[src/sfd_pkg.sv]
// Shared types and constants of the SBUS frame decoder.
// Used by the unpack datapath, the top level and the testbench.
`timescale 1ns / 1ps

package sfd_pkg;

    // Frame layout.
    localparam logic [7:0] START_BYTE = 8'h0F;
    localparam int         POS_W      = 5;
    localparam int         NUM_CHAN   = 16;
    localparam int         CHAN_W     = 11;
    localparam int         IDX_W      = 4;
    localparam int         DATA_BYTES = 22;
    localparam int         DATA_W     = DATA_BYTES * 8;
    localparam int         FLAG_W     = 4;

    // Byte positions within a frame.
    localparam logic [POS_W-1:0] POS_HUNT = 5'd0;
    localparam logic [POS_W-1:0] POS_FLAG = 5'd23;
    localparam logic [POS_W-1:0] POS_END  = 5'd24;

    // Input item: one received serial byte.
    typedef struct packed {
        logic [7:0] rx_byte;
    } t_rx_item;

    // Result item: one proportional channel with the frame's flags.
    typedef struct packed {
        logic [IDX_W-1:0]  channel_index;
        logic [CHAN_W-1:0] channel_value;
        logic              digital_ch17;
        logic              digital_ch18;
        logic              frame_lost;
        logic              failsafe;
        logic              last;
    } t_result;

    // Controls from the sequencer to the unpack datapath.
    typedef struct packed {
        logic load_byte;
        logic load_flags;
        logic shift_chan;
    } t_unpack_ctrl;

endpackage

[src/sfd_stream_if.sv]
// Valid/ready stream channel carrying one payload per transfer.
// The payload type is set by the instantiating scope (see sfd_pkg).
`timescale 1ns / 1ps

interface sfd_stream_if #(
    parameter type t_payload = logic [7:0]
);
    logic     valid;
    logic     ready;
    t_payload payload;

    modport source (output valid, output payload, input ready);
    modport sink   (input valid, input payload, output ready);
endinterface

[src/sfd_unpack.sv]
// Channel data shift chain of the SBUS frame decoder.
// One byte shifts in per load_byte cycle, one 11-bit channel out per shift_chan cycle.
`timescale 1ns / 1ps

module sfd_unpack (
    input  logic                         i_clk,
    input  sfd_pkg::t_unpack_ctrl        i_ctrl,
    input  logic [7:0]                   i_rx_byte,
    output logic [sfd_pkg::CHAN_W-1:0]   o_value,
    output logic [sfd_pkg::FLAG_W-1:0]   o_flags
);
    import sfd_pkg::*;

    logic [DATA_W-1:0] r_data;
    logic [FLAG_W-1:0] r_flags;

    // Data bytes enter at the top, so byte 1 ends at the low end, which makes
    // the little-endian packing line up with channel 0 in the low 11 bits.
    // While emitting, each cycle with shift_chan set drops one channel off the low end.
    always_ff @(posedge i_clk) begin
        if (i_ctrl.load_byte) begin
            r_data <= {i_rx_byte, r_data[DATA_W-1:8]};
        end else if (i_ctrl.shift_chan) begin
            r_data <= {CHAN_W'(0), r_data[DATA_W-1:CHAN_W]};
        end
        if (i_ctrl.load_flags) begin
            r_flags <= i_rx_byte[7:4];
        end
    end

    assign o_value = r_data[CHAN_W-1:0];
    assign o_flags = r_flags;

endmodule

[src/sbus_frame_decoder_unit.sv]
// SBUS frame decoder: hunts for the start byte, collects a 25-byte frame and
// emits 16 channel results. A new byte can transfer every cycle while collecting.
// After the end byte the input stalls while the results leave, one per cycle while
// the receiver takes them; the end byte transfer moves the sequencer to emitting,
// and each result is then set by the output register. Synchronous active-low
// reset returns to hunting with no result pending.
`timescale 1ns / 1ps

module sbus_frame_decoder_unit (
    input  logic         i_clk,
    input  logic         i_rst_n,
    sfd_stream_if.sink   i_byte,
    sfd_stream_if.source o_chan
);
    import sfd_pkg::*;

    typedef enum logic {
        S_COLLECT,
        S_EMIT
    } t_state;

    t_state             r_state;
    logic [POS_W-1:0]   r_pos;
    logic [IDX_W-1:0]   r_chan;
    logic               r_out_valid;
    t_result            r_out;

    t_unpack_ctrl       ctrl;
    logic               byte_xfer;
    logic               keep_byte;
    logic               out_free;
    logic [CHAN_W-1:0]  chan_value;
    logic [FLAG_W-1:0]  flags;
    logic [7:0]         rx_byte;

    assign rx_byte   = i_byte.payload.rx_byte;
    assign byte_xfer = i_byte.valid && i_byte.ready;
    // While hunting only the start byte opens a frame.
    assign keep_byte = byte_xfer && (r_pos != POS_HUNT || rx_byte == START_BYTE);
    assign out_free  = !r_out_valid || o_chan.ready;

    // Datapath controls: data bytes are positions 1 to 22.
    always_comb begin
        ctrl.load_byte  = keep_byte && r_pos != POS_HUNT && r_pos < POS_FLAG;
        ctrl.load_flags = keep_byte && r_pos == POS_FLAG;
        ctrl.shift_chan = (r_state == S_EMIT) && out_free;
    end

    sfd_unpack u_unpack (
        .i_clk     (i_clk),
        .i_ctrl    (ctrl),
        .i_rx_byte (rx_byte),
        .o_value   (chan_value),
        .o_flags   (flags)
    );

    // Sequencer and output register.
    always_ff @(posedge i_clk) begin
        if (!i_rst_n) begin
            r_state     <= S_COLLECT;
            r_pos       <= POS_HUNT;
            r_chan      <= '0;
            r_out_valid <= 1'b0;
        end else begin
            unique case (r_state)
                S_COLLECT: begin
                    // The last result of a frame may still be waiting here.
                    if (o_chan.ready) begin
                        r_out_valid <= 1'b0;
                    end
                    if (keep_byte) begin
                        if (r_pos == POS_END) begin
                            r_pos   <= POS_HUNT;
                            r_chan  <= '0;
                            r_state <= S_EMIT;
                        end else begin
                            r_pos <= r_pos + POS_W'(1);
                        end
                    end
                end
                S_EMIT: begin
                    // A held result keeps its register until it transfers.
                    if (out_free) begin
                        r_out_valid         <= 1'b1;
                        r_out.channel_index <= r_chan;
                        r_out.channel_value <= chan_value;
                        r_out.digital_ch17  <= flags[3];
                        r_out.digital_ch18  <= flags[2];
                        r_out.frame_lost    <= flags[1];
                        r_out.failsafe      <= flags[0];
                        r_out.last          <= (r_chan == IDX_W'(NUM_CHAN - 1));
                        r_chan              <= r_chan + IDX_W'(1);
                        if (r_chan == IDX_W'(NUM_CHAN - 1)) begin
                            r_state <= S_COLLECT;
                        end
                    end
                end
                default: begin
                    r_state <= S_COLLECT;
                end
            endcase
        end
    end

    assign i_byte.ready   = (r_state == S_COLLECT);
    assign o_chan.valid   = r_out_valid;
    assign o_chan.payload = r_out;

endmodule

[src/flat_wrapper.sv]
// flat-port wrapper written by rule: the top's interface ports become plain ports
module sbus_frame_decoder_unit_flat import sfd_pkg::*;
  (i_clk, i_rst_n, i_byte_valid, i_byte_payload, i_byte_ready, o_chan_valid, o_chan_payload, o_chan_ready);
  sfd_stream_if #(.t_payload(t_rx_item)) i_byte_i ();
  sfd_stream_if #(.t_payload(t_result)) o_chan_i ();
  input  logic i_clk;
  input  logic i_rst_n;
  input wire logic [$bits(i_byte_i.valid)-1:0] i_byte_valid;
  input wire logic [$bits(i_byte_i.payload)-1:0] i_byte_payload;
  output wire logic [$bits(i_byte_i.ready)-1:0] i_byte_ready;
  output wire logic [$bits(o_chan_i.valid)-1:0] o_chan_valid;
  output wire logic [$bits(o_chan_i.payload)-1:0] o_chan_payload;
  input wire logic [$bits(o_chan_i.ready)-1:0] o_chan_ready;
  assign i_byte_i.valid = i_byte_valid;
  assign i_byte_i.payload = i_byte_payload;
  assign i_byte_ready = i_byte_i.ready;
  assign o_chan_valid = o_chan_i.valid;
  assign o_chan_payload = o_chan_i.payload;
  assign o_chan_i.ready = o_chan_ready;
  sbus_frame_decoder_unit u_core (.i_clk(i_clk), .i_rst_n(i_rst_n), .i_byte(i_byte_i), .o_chan(o_chan_i));
endmodule
[config.mk]
export PLATFORM = sky130hd
export DESIGN_NAME = sbus_frame_decoder_unit_flat
export DESIGN_NICKNAME = d
export VERILOG_FILES = /design/src/sfd_pkg.sv /design/src/sfd_stream_if.sv /design/src/sfd_unpack.sv /design/src/sbus_frame_decoder_unit.sv /design/src/flat_wrapper.sv
export SDC_FILE = /design/constraint.sdc
export NUM_CORES = 1
export LEC_CHECK = 0
export BUFFER_PORTS_ARGS = -buffer_cell sky130_fd_sc_hd__buf_2
export CAP_MARGIN = 20
export CORE_MARGIN = 2
export CORE_UTILIZATION = 58
export CTS_BUF_LIST = sky130_fd_sc_hd__clkbuf_4 sky130_fd_sc_hd__clkbuf_8
export DETAILED_ROUTE_END_ITERATION = 8
export PLACE_DENSITY_LB_ADDON = 0.1
export RECOVER_POWER = 100
export REMOVE_ABC_BUFFERS = 1
export SLEW_MARGIN = 20
export SYNTH_ARGS = -nofsm -noshare
export SYNTH_HDL_FRONTEND = slang
export SYNTH_SLANG_ARGS = --single-unit
[constraint.sdc]
create_clock -name i_clk -period 6.7 [get_ports i_clk]
set_clock_uncertainty 0.15 [all_clocks]
set_input_delay 1.34 -clock i_clk [delete_from_list [all_inputs] [get_ports i_clk]]
set_output_delay 1.34 -clock i_clk [all_outputs]
set_load 0.005 [all_outputs]
==> flow_metrics.env, run 1 <==
export IMPL_grt_setup_unrepaired="false"
export IMPL_ctsHoldBuffers=0
export IMPL_multi_input_area_sq_um=2321
export IMPL_pwr_share_clk=0.442
export IMPL_reg2reg_slack_ns=2.37
export IMPL_violations="capacitance limit, slew limit"
export IMPL_fin_crit_sh=0.6757
export IMPL_ys_flop_type="edfxtp_1"
export IMPL_grt_pass1_vias=4219
export IMPL_cts_resized=0
export IMPL_cp_data_arrival_time_ns=4.45
export IMPL_cap_violations=4
export IMPL_synth_seq_cells=211
export IMPL_netlist_top_cells_area="edfxtp_1 65%, mux2_4 16%, mux2_2 7.9%, buf_12 2.4%, dfxtp_1 2.4%"
export IMPL_p_total_mw=2.579
export IMPL_start_util=0.5888
export IMPL_fill_cells=1222
export IMPL_layout_min_cycle_time_ns=4.527
export IMPL_grt_overflow=0
export IMPL_cts_sinks=211
export IMPL_register_area_sq_um=6226
export IMPL_synth_edf_count=200
export IMPL_hpwl_microns=7344
export IMPL_grt_pass1_wl_microns=21050
export IMPL_intPower_mw=2.077
export IMPL_first_iter_violations=300
export IMPL_slew_headroom=-0.5457
export IMPL_crit_type="input pin to register"
export IMPL_final_antenna_net_count=0
export IMPL_grt_start_max_net_pins=177
export IMPL_drive_above_1_share=0.2755
export IMPL_cts_tree="done"
export IMPL_clkLatencyLatePin_ns=0.51
export IMPL_slowest_stage="clkbuf_1"
export IMPL_routed_via_density=5.372
export IMPL_gp_congestion=0.7839
export IMPL_cellPowerDensity_nw_per_um2=265.6
export IMPL_postSynthCellCount=470
export IMPL_first_pass_iters=4
export IMPL_synth_avg_cell_area_sq_um=19.68
export IMPL_worst_slew_pin_slew_ns=2.319
export IMPL_p_sw_uw=502.2
export IMPL_die_w_microns=130.3
export IMPL_rows=46
export IMPL_netlist_area_leader_share=0.6492
export IMPL_area_growth_syn_to_layout_pct=4.991
export IMPL_critPathRequiredTime_ns=6.62
export IMPL_root_buffer="clkbuf_8"
export IMPL_io_buffers=33
export IMPL_pwr_share_seq=0.553
export IMPL_io_pin_count=34
export IMPL_hold_violations=0
export IMPL_critPathLaunchType="input pin"
export IMPL_post_cts_buffers=0
export IMPL_cpPeakStageDelay_ns=1.69
export IMPL_cts_buffers_inserted=37
export IMPL_synthDistinctLibCells=43
export IMPL_die_area_sq_um=16980
export IMPL_cts_buffer_depth=3
export IMPL_clk_pin_slew_worst_paths_ns=0.06
export IMPL_drt_total_wl_microns=13100
export IMPL_cp_cell_sequence="clkbuf_1, nand2b_1, a211oi_1, nand2b_4, clkbuf_1"
export IMPL_synth_async_reset_ratio=0
export IMPL_p_leak_nw=3.193
export IMPL_status="complete, but fails checks"
export IMPL_max_freq_mhz=220.9
export IMPL_cpMostUsedCell="clkbuf_1"
export IMPL_nets=539
export IMPL_holdWs_ns=0.2663
export IMPL_synth_top_area_cell="edfxtp_1"
export IMPL_layout_common_cells="200 x edfxtp_1, 100 x mux2_1, 65 x mux2_2"
export IMPL_crit_path_max_fanout=75
export IMPL_htree_levels=2
export IMPL_coreArea_sq_um=15710
export IMPL_swShare=0.1947
export IMPL_gr_usage_all_layers=0.1593
export IMPL_antenna_found_initial=0
export IMPL_setup_violations_final=0
export IMPL_final_common_cell="edfxtp_1"
export IMPL_hp_class="register to register"
export IMPL_ys_seq_area_frac=0.6730
export IMPL_antennaDiodeCount=0
export IMPL_slew_violations=284
export IMPL_ir_worst_vdd_mv=0.1602
export IMPL_endpoint_kind="register"
export IMPL_drt_wirelength_per_cell_microns=17.14
export IMPL_die_h_microns=130.3
export IMPL_power_share_combinational=0.005
export IMPL_syn_area_sq_um=9251
export IMPL_num_vias=4104
export IMPL_drc=0
export IMPL_yosysWarnings=0
## worst max-delay path, delay by kind of cell
family	cells	cell delay, ns
and+or+nand+nor	2	0.99
buffers and inverters	2	1.78
AOI/OAI and AO/OA	1	0.28
## path summary, 6_finish.rpt
path | endpoint | startpoint | cells past startpoint
worst max-delay path | u_core.u_unpack.r_data[64]$_DFFE_PP_ | i_byte_valid | 5
worst min-delay path | u_core.o_chan.payload[9]$_DFFE_PP_ | u_core.u_unpack.r_data[4]$_DFFE_PP_ | 0
worst max register to register | u_core.u_unpack.r_data[64]$_DFFE_PP_ | u_core.r_pos[0]$_SDFFE_PN0P_ | 6
worst min register to register | u_core.o_chan.payload[9]$_DFFE_PP_ | u_core.u_unpack.r_data[4]$_DFFE_PP_ | 0
## synth_stat cells, types with 2 or more instances
cell type,instances
buf_12,11
nand2_1,7
clkbuf_1,2
and3_1,4
mux2i_1,2
o21a_1,2
inv_1,4
edfxtp_1,200
buf_4,4
and2_1,12
nand2b_1,4
mux2_4,100
mux2_2,65
ha_1,3
nor2_1,2
a21oi_1,3
buf_6,3
nand3_1,7
dfxtp_1,11
## through the flow
step	instances	utilization	setup slack [ns]	instance area, sq um	TNS (ns)
detailed placement	701	0.6005	2.771	9435	0
global placement	701	0.6005	2.828	9435	0
finish	764	0.6182	2.173	9713	0
floorplan	448	-	-5.416	8950	-1209.90
global route	764	0.6182	1.858	9713	0
CTS	764	0.6459	3.323	10150	0
## power groups by stage
stage / logic, mW / registers (mW) / clock network [mW]
detailed placement: 0.0160 / 1.45 / 0
global placement: 0.0155 / 1.45 / 0
global route: 0.0149 / 1.43 / 1.22
finish: 0.0133 / 1.43 / 1.14
CTS: 0.0161 / 1.43 / 1.17
floorplan: 0.0104 / 1.45 / 0
## logic make-up after synthesis
group | after synthesis | synth area share
simple gates | 46 | 0.02976
flops | 211 | 0.6730
compound gates | 17 | 0.01542
buf+inv | 26 | 0.03422
mux | 167 | 0.2436
fa+ha+maj | 3 | 0.004058
## routing by layer
metal | up-vias | global-route usage | share of wire
met1 | 2031 | 0.2169 | 0.46
met5 | - | 0 | 0
li1 | 1947 | - | -
met2 | 93 | 0.2396 | 0.46
met3 | 33 | 0.03936 | 0.045
met4 | 0 | 0.08476 | 0.029
## final cells by class
cell class | instances | area share
flip-flops and latches | 211 | 0.6410
multi-input cells | 233 | 0.2390
clock buffers | 57 | 0.07046
well taps | 216 | 0.02782
repair buffers | 37 | 0.01726
clock inverters | 6 | 0.002963
inverters | 4 | 0.001546
## flip-flops by register name, summed over array words and instances (netlist names)
| signal | flops |
|---|---|
| u_core.r_state | 1 |
| u_core.u_unpack.r_data | 176 |
| u_core.u_unpack.o_flags | 4 |
| u_core.r_chan | 4 |
| u_core.o_chan.payload | 20 |
| u_core.r_pos | 5 |
| u_core.o_chan.valid | 1 |
No activity file was read; power rests on OpenSTA's default activity.
==> run 2, diff against run 1 <==
clock period = 4.1 ns   (was 6.7 ns; I/O delays follow)
==> run 2 against run 1 <==
  * The run now ends clean
  * Worst hold slack better by 0.0031 ns
  * Register-to-register slack worse by 1.4 ns
  * First-iteration DRC count is 12% lower
  * Final area is 0.55% higher
  * Die area stayed put
  * Worst setup slack worse by 1.2 ns
  * Utilization is 0.34 points higher
  * Sequential cell count stayed put
  * Non-clock buffer count is 3 higher
  * Total power is 61% higher
  * Clock-buffer cell count is 10 lower
  * Sequential share of layout area is 0.35 points lower
==> flow_metrics.env, run 2 (synthesized netlist as in run 1, its figures left out) <==
export IMPL_status="completed"
export IMPL_cts_resized=0
export IMPL_post_dp_cell_area_sq_um=9495
export IMPL_cp_cell_sequence="inv_1, ha_1, nor4b_1, a211oi_4, nand2b_4, clkbuf_2"
export IMPL_io_buffers=33
export IMPL_worstRegToRegCells=6
export IMPL_cellPowerDensity_nw_per_um2=426.5
export IMPL_die_area_sq_um=16980
export IMPL_fin_crit_sh=0.7536
export IMPL_design_area_sq_um=9767
export IMPL_whs_path_depth=0
export IMPL_area_growth_syn_to_layout_pct=5.572
export IMPL_num_vias=4082
export IMPL_cts_buffers_inserted=36
export IMPL_coreArea_sq_um=15710
export IMPL_drc=0
export IMPL_antenna_found_initial=0
export IMPL_slew_violations=0
export IMPL_busiest_layer="met2"
export IMPL_clk_pin_slew_worst_paths_ns=0.06
export IMPL_largest_reg_flops=176
export IMPL_worst_slew_pin_slew_ns=1.080
export IMPL_final_antenna_net_count=0
export IMPL_slowest_stage="clkbuf_2"
export IMPL_cpLargestDelayFamily="simple AND/OR/NAND/NOR gates"
export IMPL_cpPeakStageDelay_ns=0.72
export IMPL_io_pin_count=34
export IMPL_critical_path_buf_inv_count=2
export IMPL_top_register="u_core.u_unpack.r_data"
export IMPL_cp_data_arrival_time_ns=2.97
export IMPL_first_iter_violations=265
export IMPL_first_pass_iters=4
export IMPL_root_buffer="clkbuf_8"
export IMPL_cp_num_cells=6
export IMPL_start_util=0.5888
export IMPL_layout_common_cells="200 x edfxtp_1, 98 x mux2_1, 64 x mux2_2"
export IMPL_crit_path_max_fanout=44
export IMPL_cap_violations=0
export IMPL_critPathRequiredTime_ns=3.98
export IMPL_rows=46
export IMPL_p_leak_nw=3.224
export IMPL_drive_above_1_share=0.2823
export IMPL_grt_overflow=0
export IMPL_cts_sinks=211
export IMPL_gp_congestion=0.7988
export IMPL_setup_violations_final=0
export IMPL_gr_usage_all_layers=0.1629
export IMPL_fin_util=0.6216
export IMPL_routed_via_density=5.336
export IMPL_hpwl_microns=7781
export IMPL_hold_violations=0
export IMPL_crit_type="register to register"
export IMPL_final_common_cell="edfxtp_1"
export IMPL_die_w_microns=130.3
export IMPL_endpoint_kind="register"
export IMPL_layout_min_cycle_time_ns=3.090
export IMPL_antennaDiodeCount=0
export IMPL_ir_worst_vdd_mv=0.3254
export IMPL_htree_levels=2
export IMPL_drt_wirelength_per_cell_microns=17.02
export IMPL_hp_class="register to register"
export IMPL_max_freq_mhz=323.7
export IMPL_grt_pass1_vias=4329
export IMPL_drt_total_wl_microns=13020
export IMPL_grt_start_max_net_pins=78
export IMPL_ctsHoldBuffers=0
export IMPL_critPathLaunchType="register"
export IMPL_nets=541
export IMPL_gr_usage_met1=0.2125
export IMPL_grt_setup_unrepaired="false"
export IMPL_cts_tree="done"
export IMPL_cts_buffer_depth=3
export IMPL_use_met2=0.2633
export IMPL_grt_util_met3=0.03854
export IMPL_post_cts_buffers=0
export IMPL_clkLatencyLatePin_ns=0.51
export IMPL_slew_headroom=0.2801
export IMPL_die_h_microns=130.3
export IMPL_grt_pass1_wl_microns=21460
[run 2: path summary, 6_finish.rpt]
path | end | start | slack, ns
setup / recovery | u_core.u_unpack.r_data[135]$_DFFE_PP_ | u_core.r_pos[0]$_SDFFE_PN0P_ | 1.01
hold / removal | u_core.o_chan.payload[11]$_DFFE_PP_ | u_core.u_unpack.r_data[6]$_DFFE_PP_ | 0.27
setup reg to reg | u_core.u_unpack.r_data[135]$_DFFE_PP_ | u_core.r_pos[0]$_SDFFE_PN0P_ | 1.01
hold reg to reg | u_core.o_chan.payload[11]$_DFFE_PP_ | u_core.u_unpack.r_data[6]$_DFFE_PP_ | 0.27
[run 2: through the flow]
| stage | hold WS (ns) | total power [mW] | worst slack, ns | setup TNS [ns] | instances |
|---|---|---|---|---|---|
| 2_1_floorplan | 0.2503 | 2.393 | -7.496 | -1942.06 | 448 |
| 3_3_place_gp | 0.2524 | 2.400 | 1.277 | 0 | 704 |
| 3_5_place_dp | 0.2570 | 2.402 | 1.223 | 0 | 704 |
| 4_1_cts | 0.2719 | 4.233 | 1.466 | 0 | 765 |
| 5_1_grt | 0.2732 | 4.315 | 0.7192 | 0 | 765 |
| 6_report | 0.2693 | 4.165 | 1.010 | 0 | 765 |
[run 2: report_power, final]
| part | internal, mW | leakage (nW) | total (mW) | switching, mW |
|---|---|---|---|---|
| registers | 2.33 | 1.90 | 2.33 | 0.00149 |
| clock network | 1.03 | 0.369 | 1.81 | 0.784 |
| logic | 0.00955 | 0.957 | 0.0222 | 0.0126 |
[run 2: area by class of cell]
type	count	area [sq um]
Fill cell	1217	5946
Clock inverter	14	88.84
Clock buffer	47	609.3
Inverter	4	15.01
Timing Repair Buffer	40	211.5
Sequential cell	211	6226
Tap cell	216	270.3
Multi-Input combinational cell	233	2346
[run 2: layer usage]
layer	part of all wire	wire length (microns)
met1	0.44	5752
met2	0.50	6530
met3	0.037	486
met4	0.019	250
met5	0	0
[run 2: worst reg2reg max path, delay by kind of cell, from the launching register on]
family          cells  cell delay [ns]
buf+inv             2             0.80
compound gates      1             0.08
simple gates        2             1.06
fa+ha+maj           1             0.17
flops               1             0.33
==> run 3, diff against run 2 <==
clock period = 2.8 ns   (was 4.1 ns; I/O delays follow)
==> run 3 against run 2 <==
  * Global-route usage about the same
  * Routed wire length rose by 1.2%
  * Worst setup slack worse by 0.73 ns
  * Critical path depth rose by 1
  * Via count is 1.2% higher
  * Utilization is 1.5 points higher
==> flow_metrics.env, run 3 (synthesized netlist as in run 1, its figures left out) <==
export IMPL_status="completed"
export IMPL_cpPeakStageDelay_ns=0.59
export IMPL_nets=556
export IMPL_use_met2=0.2501
export IMPL_cts_buffer_depth=3
export IMPL_placedCellCount=719
export IMPL_fin_crit_sh=0.8991
export IMPL_cts_resized=0
export IMPL_final_antenna_net_count=0
export IMPL_busiest_layer="met2"
export IMPL_hpwl_microns=8272
export IMPL_grt_start_max_net_pins=40
export IMPL_endpoint="u_core.u_unpack.r_data[61]$_DFFE_PP_"
export IMPL_post_cts_buffers=0
export IMPL_clkLatencyLatePin_ns=0.52
export IMPL_whs_path_depth=1
export IMPL_critPathRequiredTime_ns=2.88
export IMPL_p_leak_nw=3.346
export IMPL_io_pin_count=34
export IMPL_cp_data_arrival_time_ns=2.60
export IMPL_die_w_microns=130.3
export IMPL_fin_util=0.6363
export IMPL_slew_violations=0
export IMPL_design_area_sq_um=9998
export IMPL_largest_reg_flops=176
export IMPL_reg2reg_slack_ns=0.28
export IMPL_clk_pin_slew_worst_paths_ns=0.06
export IMPL_drt_total_wl_microns=13180
export IMPL_antennaDiodeCount=0
export IMPL_drive_above_1_share=0.3175
export IMPL_post_dp_cell_area_sq_um=9683
export IMPL_cts_tree="done"
export IMPL_layout_min_cycle_time_ns=2.517
export IMPL_p_total_mw=6.159
export IMPL_area_growth_syn_to_layout_pct=8.074
export IMPL_die_area_sq_um=16980
export IMPL_rows=46
export IMPL_antenna_found_initial=0
export IMPL_min_from="i_byte_payload[4]"
export IMPL_grt_util_met3=0.04059
export IMPL_cap_violations=0
export IMPL_grt_pass1_wl_microns=21690
export IMPL_rr_endpoint="u_core.u_unpack.r_data[61]$_DFFE_PP_"
export IMPL_cts_buffers_inserted=36
export IMPL_gr_usage_met1=0.2247
export IMPL_num_vias=4129
export IMPL_critical_path_buf_inv_count=3
export IMPL_final_cells=783
export IMPL_die_h_microns=130.3
export IMPL_io_buffers=33
export IMPL_drt_wirelength_per_cell_microns=16.83
export IMPL_layout_common_cells="200 x edfxtp_1, 89 x mux2_1, 65 x mux2_2"
export IMPL_worst_slew_pin_slew_ns=0.9295
export IMPL_first_iter_violations=218
export IMPL_top_register="u_core.u_unpack.r_data"
export IMPL_grt_pass1_vias=4336
export IMPL_htree_levels=2
export IMPL_gp_congestion=0.7686
export IMPL_cpLargestDelayFamily="simple AND/OR/NAND/NOR gates"
export IMPL_cp_num_cells=7
export IMPL_r2r_start="u_core.r_pos[0]$_SDFFE_PN0P_"
export IMPL_grt_setup_unrepaired="false"
export IMPL_ir_worst_vdd_mv=0.3802
export IMPL_cp_cell_sequence="inv_1, ha_1, nor4b_1, a211oi_4, buf_12, buf_6, mux2_1"
export IMPL_first_pass_iters=4
export IMPL_cellPowerDensity_nw_per_um2=616.0
export IMPL_coreArea_sq_um=15710
export IMPL_critPathLaunchType="register"
export IMPL_hp_class="input pin to register"
export IMPL_final_common_cell="edfxtp_1"
export IMPL_routed_via_density=5.273
export IMPL_hold_violations=0
export IMPL_slew_headroom=0.3803
export IMPL_max_freq_mhz=397.2
export IMPL_slowest_stage="nor4b_1"
export IMPL_worstRegToRegCells=7
export IMPL_drc=0
export IMPL_crit_start="u_core.r_pos[0]$_SDFFE_PN0P_"
export IMPL_gr_usage_all_layers=0.1627
export IMPL_ctsHoldBuffers=0
export IMPL_root_buffer="clkbuf_8"
export IMPL_setup_violations_final=0
export IMPL_crit_type="register to register"
export IMPL_grt_overflow=0
export IMPL_holdWs_ns=0.1523
export IMPL_cts_sinks=211
export IMPL_start_util=0.5888
export IMPL_crit_path_max_fanout=39
export IMPL_endpoint_kind="register"
## run 3: changes by cell type in the layout (fill, tap and decap cells not counted), sizes merged
| cell | before | now |
|---|---|---|
| clkinv | 12 | 9 |
| clkbuf | 61 | 72 |
| buf | 26 | 36 |
## run 3: power by group
part,internal [mW],leakage [nW],switching [mW]
clock,1.55,0.382,1.16
sequential,3.41,1.90,0.00226
combinational,0.0159,1.07,0.0188
total,4.97,3.35,1.18
## run 3: layer usage
layer	routed length, microns	up-vias	share of wire
li1	-	1997	-
met1	6428	2068	0.49
met2	6139	54	0.47
met3	434	10	0.033
met4	176	0	0.013
met5	0	-	0
## run 3: layout make-up
type                            instances  area, sq um
Clock inverter                         11        76.32
Multi-Input combinational cell        233         2369
Tap cell                              216        270.3
Timing Repair Buffer                   55        406.6
Inverter                                4        15.01
Sequential cell                       211         6226
Clock buffer                           53        635.6
Fill cell                            1171         5714
## run 3: worst min path at each step
stage	slack, ns	to
after global placement	0.25	u_core.o_chan.payload[6]$_DFFE_PP_
after detailed placement	0.26	u_core.o_chan.payload[7]$_DFFE_PP_
after global routing	0.14	u_core.u_unpack.o_flags[0]$_DFFE_PP_
after floorplan	0.25	u_core.o_chan.payload[10]$_DFFE_PP_
final	0.15	u_core.u_unpack.o_flags[0]$_DFFE_PP_
after CTS	0.08	u_core.u_unpack.o_flags[0]$_DFFE_PP_
## run 3: through the flow
stage	setup TNS [ns]	setup WS (ns)
floorplan	-2333.24	-8.607
global placement	0	0.4081
detailed placement	0	0.3498
CTS	0	0.3367
global route	0	0.1268
finish	0	0.2826
